**config.mk**
```make
export PLATFORM = sky130hd
export DESIGN_NAME = iou_trk_apb_regs
export DESIGN_NICKNAME = d
export VERILOG_FILES = /design/src/iou_trk_pkg.sv /design/src/iou_trk_apb_regs.sv
export SDC_FILE = /design/constraint.sdc
export NUM_CORES = 1
export LEC_CHECK = 0
export ABC_AREA = 1
export BUFFER_PORTS_ARGS = -buffer_cell sky130_fd_sc_hd__buf_2
export CORE_MARGIN = 2
export CORE_UTILIZATION = 52
export CTS_CLUSTER_DIAMETER = 40
export CTS_CLUSTER_SIZE = 30
export DETAILED_ROUTE_END_ITERATION = 12
export PLACE_DENSITY = 0.86
export RECOVER_POWER = 100
export SYNTH_ARGS = -nofsm -noshare
export SYNTH_HDL_FRONTEND = slang
export SYNTH_SLANG_ARGS = --single-unit
```
**constraint.sdc**
```tcl
create_clock -name aclk -period 1.95 [get_ports aclk]
set_input_delay 0.2925 -clock aclk [delete_from_list [all_inputs] [get_ports aclk]]
set_output_delay 0.2925 -clock aclk [all_outputs]
set_load 0.005 [all_outputs]
```
**src/iou_trk_pkg.sv**
```systemverilog
// ----------------------------------------------------------------------------
// IoU box tracker package
// Types, constants and register map shared by the tracker modules.
// ----------------------------------------------------------------------------
package iou_trk_pkg;

    localparam int MAX_TRACKS   = 256;
    localparam int NUM_CLASSES  = 256;
    localparam int COORD_BITS   = 12;
    localparam int EDGE_DIVISOR = 20;
    localparam int SLOT_BITS    = 8;
    localparam int CLASS_BITS   = 8;
    localparam int OCC_BITS     = 9;
    localparam int TIME_BITS    = 32;
    localparam int AREA_BITS    = 2 * COORD_BITS;
    localparam int UNI_BITS     = AREA_BITS + 1;
    localparam int OV_BITS      = COORD_BITS + 1;
    localparam int MUL_BITS     = UNI_BITS;
    localparam int PROD_BITS    = 2 * MUL_BITS;
    localparam int COUNT_BITS   = 16;
    localparam int EDGE_SHIFT   = 20;
    localparam int EDGE_RECIP   = ((1 << EDGE_SHIFT) + EDGE_DIVISOR - 1) / EDGE_DIVISOR;
    localparam int APB_ADDR_BITS = 5;

    localparam logic [1:0] OP_DETECT    = 2'd0;
    localparam logic [1:0] OP_FRAME_END = 2'd1;
    localparam logic [1:0] OP_READ_CNT  = 2'd2;
    localparam logic [1:0] OP_READ_SLOT = 2'd3;

    localparam int FLAG_VISIBLE = 0;
    localparam int FLAG_FULL    = 1;
    localparam int FLAG_COUNTED = 2;

    localparam logic [2:0] REG_FRAME_WIDTH  = 3'd0;
    localparam logic [2:0] REG_FRAME_HEIGHT = 3'd1;
    localparam logic [2:0] REG_DROP_AFTER   = 3'd2;
    localparam logic [2:0] REG_COUNT_AFTER  = 3'd3;
    localparam logic [2:0] REG_MATCH_THR    = 3'd4;

    typedef struct packed {
        logic [1:0]            opcode;
        logic [TIME_BITS-1:0]  time_ms;
        logic [CLASS_BITS-1:0] in_class;
        logic [COORD_BITS-1:0] in_x;
        logic [COORD_BITS-1:0] in_y;
        logic [COORD_BITS-1:0] in_w;
        logic [COORD_BITS-1:0] in_h;
        logic [SLOT_BITS-1:0]  slot_index;
    } in_item_t;

    typedef struct packed {
        logic [SLOT_BITS-1:0]  track_id;
        logic                  new_track;
        logic                  table_full;
        logic [COUNT_BITS-1:0] count_value;
        logic [OCC_BITS-1:0]   live_tracks;
        logic                  slot_present;
        logic                  slot_visible;
        logic [CLASS_BITS-1:0] slot_class;
        logic [COORD_BITS-1:0] slot_x;
        logic [COORD_BITS-1:0] slot_y;
        logic [COORD_BITS-1:0] slot_w;
        logic [COORD_BITS-1:0] slot_h;
    } out_item_t;

    typedef struct packed {
        logic [11:0] frame_width;
        logic [11:0] frame_height;
        logic [15:0] drop_after_ms;
        logic [15:0] count_after_ms;
        logic [7:0]  match_threshold_q8;
    } cfg_t;

    typedef struct packed {
        logic [CLASS_BITS-1:0] cls;
        logic [COORD_BITS-1:0] x;
        logic [COORD_BITS-1:0] y;
        logic [COORD_BITS-1:0] w;
        logic [COORD_BITS-1:0] h;
        logic [AREA_BITS-1:0]  area;
        logic [TIME_BITS-1:0]  last_time;
        logic [TIME_BITS-1:0]  first_full;
        logic [2:0]            flags;
    } slot_rec_t;

endpackage

```
**src/iou_trk_apb_regs.sv**
```systemverilog
// ----------------------------------------------------------------------------
// IoU box tracker configuration registers
// APB-style register file holding the frame size, timing and threshold.
// ----------------------------------------------------------------------------
module iou_trk_apb_regs (
    input  logic                                 aclk,
    input  logic                                 aresetn,
    input  logic                                 psel,
    input  logic                                 penable,
    input  logic                                 pwrite,
    input  logic [iou_trk_pkg::APB_ADDR_BITS-1:0] paddr,
    input  logic [31:0]                          pwdata,
    output logic [31:0]                          prdata,
    output logic                                 pready,
    output iou_trk_pkg::cfg_t                    cfg
);

    iou_trk_pkg::cfg_t cfg_reg;
    iou_trk_pkg::cfg_t cfg_next;
    logic              wr_en;

    assign pready = 1'b1;
    assign wr_en  = psel && penable && pwrite;
    assign cfg    = cfg_reg;

    always_comb begin
        cfg_next = cfg_reg;
        if (wr_en) begin
            case (paddr[4:2])
                iou_trk_pkg::REG_FRAME_WIDTH:  cfg_next.frame_width        = pwdata[11:0];
                iou_trk_pkg::REG_FRAME_HEIGHT: cfg_next.frame_height       = pwdata[11:0];
                iou_trk_pkg::REG_DROP_AFTER:   cfg_next.drop_after_ms      = pwdata[15:0];
                iou_trk_pkg::REG_COUNT_AFTER:  cfg_next.count_after_ms     = pwdata[15:0];
                iou_trk_pkg::REG_MATCH_THR:    cfg_next.match_threshold_q8 = pwdata[7:0];
                default: ;
            endcase
        end
    end

    always_comb begin
        case (paddr[4:2])
            iou_trk_pkg::REG_FRAME_WIDTH:  prdata = {20'd0, cfg_reg.frame_width};
            iou_trk_pkg::REG_FRAME_HEIGHT: prdata = {20'd0, cfg_reg.frame_height};
            iou_trk_pkg::REG_DROP_AFTER:   prdata = {16'd0, cfg_reg.drop_after_ms};
            iou_trk_pkg::REG_COUNT_AFTER:  prdata = {16'd0, cfg_reg.count_after_ms};
            iou_trk_pkg::REG_MATCH_THR:    prdata = {24'd0, cfg_reg.match_threshold_q8};
            default:                       prdata = 32'd0;
        endcase
    end

    always_ff @(posedge aclk) begin
        if (!aresetn) begin
            cfg_reg.frame_width        <= 12'd1920;
            cfg_reg.frame_height       <= 12'd1080;
            cfg_reg.drop_after_ms      <= 16'd250;
            cfg_reg.count_after_ms     <= 16'd500;
            cfg_reg.match_threshold_q8 <= 8'd128;
        end else begin
            cfg_reg <= cfg_next;
        end
    end

endmodule

```
After elaboration in Yosys (flattened, before gate mapping):

Cells that the tools add are included.

* flip-flop bits (word level): 64

* equality and inequality tests: 4
* mux-type cells: 1
* reduce and logical (&&, ||, !) cells: 8

Operator list (count)
* $pmux 16 s5: 1
* $reduce_and 2->1: 5
* $eq 3x2->1 const B: 2
* $eq 3x1->1 const B: 1
* $eq 3x3->1 const B: 1
* $logic_not 3->1: 1
* $logic_and 1x1->1: 2

Depth between registers and ports, before layout:

Gate-level depths: netlist of the first run.

* depth after elaboration: 3
* mapped depth: 8
* gate-level depth less buffers: 7

Least setup slack after synthesis of the first run:

No wires, ideal clock.

* path type: input -> output
* start point: input paddr[2] (netlist name)
* end point: output prdata[8]
* data arrival time: 1.057 ns
* path slack: 0.601 ns
* stages on the path: 8
* path buffers: 1
* path through: inv_1 > nand2_2 > nor2_1 > buf_4 > nand2_1 > nand2_1 > inv_1 > nand2_1

* word-level cells in the longest chain between the ends: 2

Ends and longest elaborated chain
* from (decl): RTL line iou_trk_apb_regs.sv:11 `input logic [iou_trk_pkg::APB_ADDR_BITS-1:0] paddr,`
* $eq 3x3->1 (tied with other cells): RTL line iou_trk_apb_regs.sv:41 `case (paddr[4:2])`
* $pmux 16 s5 *: RTL line iou_trk_apb_regs.sv:41
* to (decl): RTL line iou_trk_apb_regs.sv:13 `output logic [31:0] prdata,`

Every way passes the cells marked *; elsewhere a longest branch is shown, timed or not.

Worst setup path in the final report of the first run:

* start point: input paddr[2] (netlist name)
* end point: output prdata[7]

Same word-level chain as after synthesis.

==> flow_summary_export.csv, run 1 <==
group,metric,value,unit
placed_design,hpwlAfterDp,6.80,mm
drt,post-route-drc-count,0,
drt,vias_per_cell,5.13,
floorplan,die_area,0.00697,sq mm
final_layout,largest_register_ffs,64,
critical_path,worst-setup-path-type,"in -> out",
placed_design,numPortBuffers,103,
timing,slew_headroom,50.3,%
power_and_ir_drop,p_sw,728,uW
timing,rsz0062_at_grt,"false",
synth,synth_cell_types,21,
synth,synth_area_leaders,"dfxtp_1 39%, nand2_1 19%, nor2_1 12%",
clock_tree,cts_tree,"done",
final_layout,utilization,65.7,%
clock_tree,cts_hold_buffers,0,
drt,wl_met1,3.95,mm
critical_path,crit_chain,"buf_2, buf_4, nor2_1, clkbuf_1, nand3_1, nand2_1, nor2_1, nand2_1, buf_2",
final_layout,n_antenna_cell,0,
timing,clock-skew-final,0,ns
final_layout,fillers,572,
critical_path,crit_fanout,9,
global_route,gr-total-overflow,0,
timing,drv_slew,0,
global_route,grt_max_degree,43,
synth,ys_seq_elements,64,
critical_path,critical_path.top_delay_family,"buffers and inverters",
power_and_ir_drop,combPwrFrac,10.6,%
flow_run,drv_cap,0,
synth,yosysSeqAreaShare,39.0,%
power_and_ir_drop,switching_share,26.8,%
clock_tree,cts.sinks,64,
drt,dr_wl_met3,736,um
drt,wl_met2,4.41,mm
critical_path,slowest_delay,0.29,ns
synth,ys_warn_count,0,
floorplan,core.rowCount,28,
clock_tree,cts-resized-gates,0,
drt,dr.pass1.iters,4,
final_layout,stdcell_area,0.00396,sq mm
synth,synth_top_area_share,39.0,%
synth,synth_commonest_cells,"166 x nand2_1, 106 x nor2_1, 66 x nand3_1",
critical_path,cp-end-kind,"output pin",
timing,finalHoldViolations,0,
synth,synthMostInstantiatedCell,"nand2_1",
global_route,grt_pass1_vias,3170,
final_layout,multi_input_area,0.00160,sq mm
timing,hold_ws,0.174,ns
drt,top_layer,"met4",
timing,setup_tns,0,ns
synth,synth_edf_count,0,
timing,worst_slew_pin_slew,0.745,ns
power_and_ir_drop,seqPwrFrac,49.3,%
drt,drtIter0Drc,243,
critical_path,crit_buf_inv,4,
global_route,grt_usage,27.0,%
floorplan,die_h,83.5,um
placed_design,gp_congestion,0.927,
final_layout,register_area,0.00128,sq mm
critical_path,cp_data_required_time,1.66,ns
clock_tree,cts_root_buf,"clkbuf_8",
critical_path,start_kind,"input port",
clock_tree,numCtsBuffers,9,
timing,min_period,1.76,ns
critical_path,crit_path_top_delay_cell,"clkbuf_1",
synth,syn_inst,513,
synth,synth-async-reset-ratio,0,%
floorplan,core,0.00603,sq mm
floorplan,start_util,54.5,%
timing,finalCritPeriodShare,90.0,%
synth,synth_area_leader_cell,"dfxtp_1",
hold_path,worstHoldPathType,"in -> reg",
power_and_ir_drop,clock_power_share,40.0,%
drt,detail-route-antenna-nets,0,
global_route,antenna_found_initial,0,
clock_tree,insertion_delay,0.34,ns
critical_path,crit_arrival,1.46,ns
power_and_ir_drop,power.density,685,mW/mm^2
clock_tree,htreeDepth,3,
final_layout,drive_above_1_share,20.4,%
floorplan,die_w,83.5,um
timing,finalSetupViolations,0,
drt,wl,9.42,mm
synth,synth_top_flop_cell,"dfxtp_1",
final_layout,fin_nets,661,
power_and_ir_drop,total_power,2.71,mW
timing,max_freq,570,MHz
drt,vias,3589,
power_and_ir_drop,p_int,1.98,mW
synth,syn_area_per_cell,6.40,sq um
floorplan,io_pins,139,
clock_tree,clk_pin_slew,0.07,ns
power_and_ir_drop,vdd_drop_max,0.000472,V
placed_design,place_area,0.00383,sq mm
synth,synthesis.area,0.00329,sq mm
drt,wl_per_cell,13.5,um
outcome,status,"completed",
global_route,grt_pass1_wl,15.0,mm
clock_tree,cts.path.max_buffers,2,
clock_tree,post_cts_buffers,0,
final_layout,area_growth,20.5,%
power_and_ir_drop,p_leak,2.11,nW
## cell type report
cell class / instances / share of cell area (%)
clock buffers: 13 / 4.27
inverters: 40 / 3.79
flip-flops and latches: 64 / 32.4
repair buffers: 122 / 16.5
multi-input cells: 382 / 40.3
well taps: 75 / 2.37
clock inverters: 3 / 0.379
## metrics by stage
stage,setup WS [ns],instances
after floorplan,0.601,528
after global placement,0.308,683
after detailed placement,0.302,683
after CTS,0.298,699
after global routing,0.0853,699
final,0.194,699
## worst register-to-register path: stages (launching register included)
cell and delay, ns:
dfxtp_1 0.35, nand2_1 0.08, nand3_1 0.08
## kinds of logic after synthesis
family                 after synthesis  share of synthesized area, %
other                                2                         0.229
DFF                                 64                          39.0
and+or+nand+nor                    360                          46.6
buffers and inverters               82                          13.4
AOI/OAI and AO/OA                    5                         0.761
## power by group through the flow
stage	Sequential, mW	Clock [mW]	Combinational [mW]
finish	1.34	1.09	0.288
global placement	1.37	0	0.283
floorplan	1.37	0	0.200
CTS	1.34	1.09	0.292
detailed placement	1.37	0	0.290
global route	1.34	1.16	0.320
## final timing paths
kind | cells past startpoint | start | slack, ns | endpoint
setup reg to reg | 2 | cfg[45] | 1.32 | cfg[45]
hold / removal | 3 | pwdata[2] | 0.17 | cfg[10]
setup / recovery | 9 | paddr[2] | 0.19 | prdata[7]
hold reg to reg | 2 | cfg[31] | 0.48 | cfg[31]
## placed cells by master, fill, tap and decap left out
| cell | synthesis | routed |
|---|---|---|
| conb_1 | 2 | 17 |
| buf_4 | 26 | 15 |
| nand4_1 | 11 | 11 |
| nor2_4 | 3 | 2 |
| buf_12 | 0 | 2 |
| a21oi_1 | 4 | 4 |
| clkbuf_8 | 0 | 12 |
| clkinv_2 | 0 | 3 |
| inv_2 | 2 | 1 |
| clkbuf_1 | 4 | 20 |
| nor2_2 | 4 | 3 |
| nand2_2 | 1 | 1 |
| nand2_1 | 166 | 166 |
| nand3_2 | 1 | 1 |
| nand3_1 | 66 | 67 |
| clkinv_1 | 1 | 1 |
| buf_2 | 5 | 85 |
| clkbuf_2 | 0 | 1 |
| nor2_1 | 106 | 108 |
| nand3_4 | 2 | 1 |
| inv_1 | 37 | 38 |
| o21ai_0 | 1 | 1 |
| dfxtp_1 | 64 | 64 |
## metal layers
| metal | up-vias | GRT usage [%] |
|---|---|---|
| met3 | 30 | 5.24 |
| met1 | 1626 | 34.0 |
| met2 | 177 | 43.3 |
| met5 | - | 0 |
| met4 | 0 | 15.1 |
| li1 | 1756 | - |
No activity file was read; power rests on OpenSTA's default activity.
==> run 2: changes to the inputs <==
Settings changed: ABC_AREA 1 to 0, CORE_UTILIZATION 52 to 51, MAX_ROUTING_LAYER set to met4, PLACE_DENSITY 0.86 to 0.85.
==> run 2 against run 1 <==
  * Non-clock buffer count shrank 5
  * Clock skew is the same
  * Clock power grew 19%
  * Combinational power shrank 15%
  * Hold slack gained 0.044 ns
  * Cell count shrank 27%
  * Critical path type is now in -> reg
  * Die area shrank 2.6%
  * Sequential power is essentially flat
  * Synthesized cell count shrank 35%
  * Largest cell class unchanged
==> flow_summary_export.csv, run 2 <==
group,metric,value,unit
outcome,status,"completed",
critical_path,crit_arrival,2.11,ns
timing,finalCritPeriodShare,94.7,%
global_route,grt_max_degree,50,
synth,synth_area_leader_cell,"dfxtp_1",
timing,finalSetupViolations,0,
drt,post-route-drc-count,0,
final_layout,area_growth,20.2,%
power_and_ir_drop,vdd_drop_max,0.000400,V
timing,rsz0062_at_grt,"false",
synth,synth_cell_types,39,
drt,drtIter0Drc,126,
global_route,grt_usage,25.8,%
drt,dr.pass1.iters,4,
global_route,antenna_found_initial,0,
hold_path,min_from,"pwdata[14]",
clock_tree,insertion_delay,0.34,ns
critical_path,worst-setup-path-type,"in -> reg",
drt,wl_per_cell,16.5,um
final_layout,fin_nets,473,
synth,synth_top_flop_cell,"dfxtp_1",
critical_path,cp_common_cell,"clkbuf_1",
timing,drv_slew,0,
placed_design,hpwlAfterDp,5.92,mm
power_and_ir_drop,p_leak,1.69,nW
critical_path,rr_endpoint,"cfg[50]",
hold_path,worstHoldPathType,"in -> reg",
final_layout,fillers,534,
critical_path,reg2reg_setup_slack,1.25,ns
final_layout,drive_above_1_share,20.2,%
timing,clock-skew-final,0,ns
critical_path,r2r-start,"cfg[50]",
synth,synthMostInstantiatedCell,"dfxtp_1",
synth,syn_inst,331,
synth,synth-async-reset-ratio,0,%
global_route,gr-total-overflow,0,
clock_tree,htreeDepth,3,
floorplan,start_util,52.9,%
hold_path,min_path_cells,3,
floorplan,die_area,0.00679,sq mm
timing,finalHoldViolations,0,
timing,worst_slew_pin_slew,0.703,ns
critical_path,cp_data_required_time,2.21,ns
critical_path,start_kind,"input port",
synth,syn_area_per_cell,9.47,sq um
clock_tree,cts_hold_buffers,0,
timing,min_period,1.85,ns
clock_tree,cts.path.max_buffers,2,
critical_path,crit_fanout,9,
placed_design,dp_cells,495,
final_layout,layout_common_cells,"64 x dfxtp_1, 61 x nand2_1, 61 x clkbuf_1",
synth,ys_warn_count,0,
drt,wl,8.42,mm
global_route,grt_pass1_wl,12.6,mm
synth,synth_top_area_share,40.9,%
critical_path,cp-end-kind,"flip-flop",
synth,synth_commonest_cells,"64 x dfxtp_1, 60 x nand2_1, 55 x mux2i_1",
placed_design,gp_congestion,0.858,
synth,synth_edf_count,0,
clock_tree,numCtsBuffers,9,
drt,detail-route-antenna-nets,0,
floorplan,io_pins,139,
drt,vias_per_cell,5.44,
floorplan,core.rowCount,28,
synth,yosysSeqAreaShare,40.9,%
final_layout,n_antenna_cell,0,
critical_path,rr_worst_depth,1,
power_and_ir_drop,power.density,763,mW/mm^2
global_route,grt_pass1_vias,2609,
synth,synth_area_leaders,"dfxtp_1 41%, mux2i_1 18%, nand2_1 7.2%",
floorplan,core,0.00592,sq mm
hold_path,min_to,"cfg[22]",
synth,ys_seq_elements,64,
final_layout,largest_register_ffs,64,
critical_path,critical_path.top_delay_family,"buffers and inverters",
placed_design,place_ws,0.00490,ns
floorplan,die_w,82.4,um
critical_path,crit_buf_inv,3,
timing,max_freq,542,MHz
clock_tree,clk_pin_slew,0.07,ns
clock_tree,cts_tree,"done",
critical_path,slowest_delay,0.56,ns
clock_tree,cts_root_buf,"clkbuf_8",
final_layout,final_common_cell,"dfxtp_1",
timing,setup_ws,0.104,ns
floorplan,die_h,82.4,um
timing,slew_headroom,53.0,%
final_layout,stdcell_count,511,
clock_tree,cts.sinks,64,
clock_tree,post_cts_buffers,0,
critical_path,crit_chain,"clkbuf_1, clkbuf_2, nand4_1, nor3_4, clkbuf_1, mux2i_1",
critical_path,crit_path_top_delay_cell,"clkbuf_1",
synth,synthesis.area,0.00313,sq mm
timing,setup_tns,0,ns
flow_run,drv_cap,0,
drt,vias,2780,
placed_design,numPortBuffers,103,
==> run 2: cell count changes in the layout (fill, tap and decap cells not counted), moves of 8 or more <==
cell      before  now
nand2_1      166   61
nor2_1       108   17
nand3_1       67    1
mux2i_1        0   55
clkbuf_1      20   61
buf_2         85   47
inv_1         38    8
a22oi_1        0   14
buf_4         15    5
nand4_1       11    1
mux2_2         0    8
o211ai_1       0    8
o22ai_1        0    8
==> run 2: worst max-delay path by stage <==
stage                         from         end  slack, ns  depth (start not counted)
after global routing      paddr[4]   prdata[7]       0.02                          6
after global placement    paddr[2]   prdata[7]       0.02                          5
after floorplan           paddr[3]  prdata[10]       0.55                          3
after detailed placement  paddr[2]   prdata[7]      0.005                          5
final                     paddr[4]      cfg[0]       0.10                          6
after CTS                 paddr[2]   prdata[5]        0.1                          5
==> run 2: kinds of logic (layout without fill, tap and decap cells) <==
kind of cell | Yosys count | in the layout | synth area share, %
simple gates | 102 | 102 | 15.8
mux | 67 | 67 | 23.3
flops | 64 | 64 | 40.9
buf+inv | 52 | 142 | 9.94
compound gates | 44 | 44 | 9.82
other cells | 2 | 17 | 0.240
==> run 2: final cells by class <==
cell class                 instances  area, sq um  share of cell area, %
timing repair buffer             117          537                   14.3
clock buffer                      11          151                   4.02
tap                               75         93.8                   2.49
sequential                        64         1280                   34.0
clock inverter                     5         78.8                   2.09
inverter                           9         33.8                  0.897
multi-input combinational        230         1590                   42.2
==> run 2: timing repair <==
item	CTS	global route
endpoints found under the setup margin	1	0
endpoints found under the hold margin	0	0
resized for setup	1	0
==> run 2: layer usage <==
| metal | GRT usage [%] | vias up | wire [um] |
|---|---|---|---|
| met5 | - | - | 0 |
| met3 | 5.11 | 20 | 509 |
| li1 | - | 1313 | - |
| met1 | 30.9 | 1335 | 3620 |
| met2 | 40.9 | 112 | 4110 |
| met4 | 13.7 | 0 | 188 |
==> run 2: per-stage QoR <==
step           area, sq um  power (mW)  utilization (%)  hold WS, ns
4_1_cts               3880        2.89             65.5        0.216
2_1_floorplan         3190        1.54                -        0.435
3_3_place_gp          3640        1.60             61.5        0.455
5_1_grt               3760        2.96             63.6        0.241
3_5_place_dp          3640        1.61             61.5        0.462
6_report              3760        2.87             63.6        0.217
==> run 2: where the power goes <==
| part | internal (mW) | switching, mW |
|---|---|---|
| Sequential | 1.32 | 0.00910 |
| Clock | 0.787 | 0.513 |
| Combinational | 0.0931 | 0.152 |
| Total | 2.20 | 0.675 |
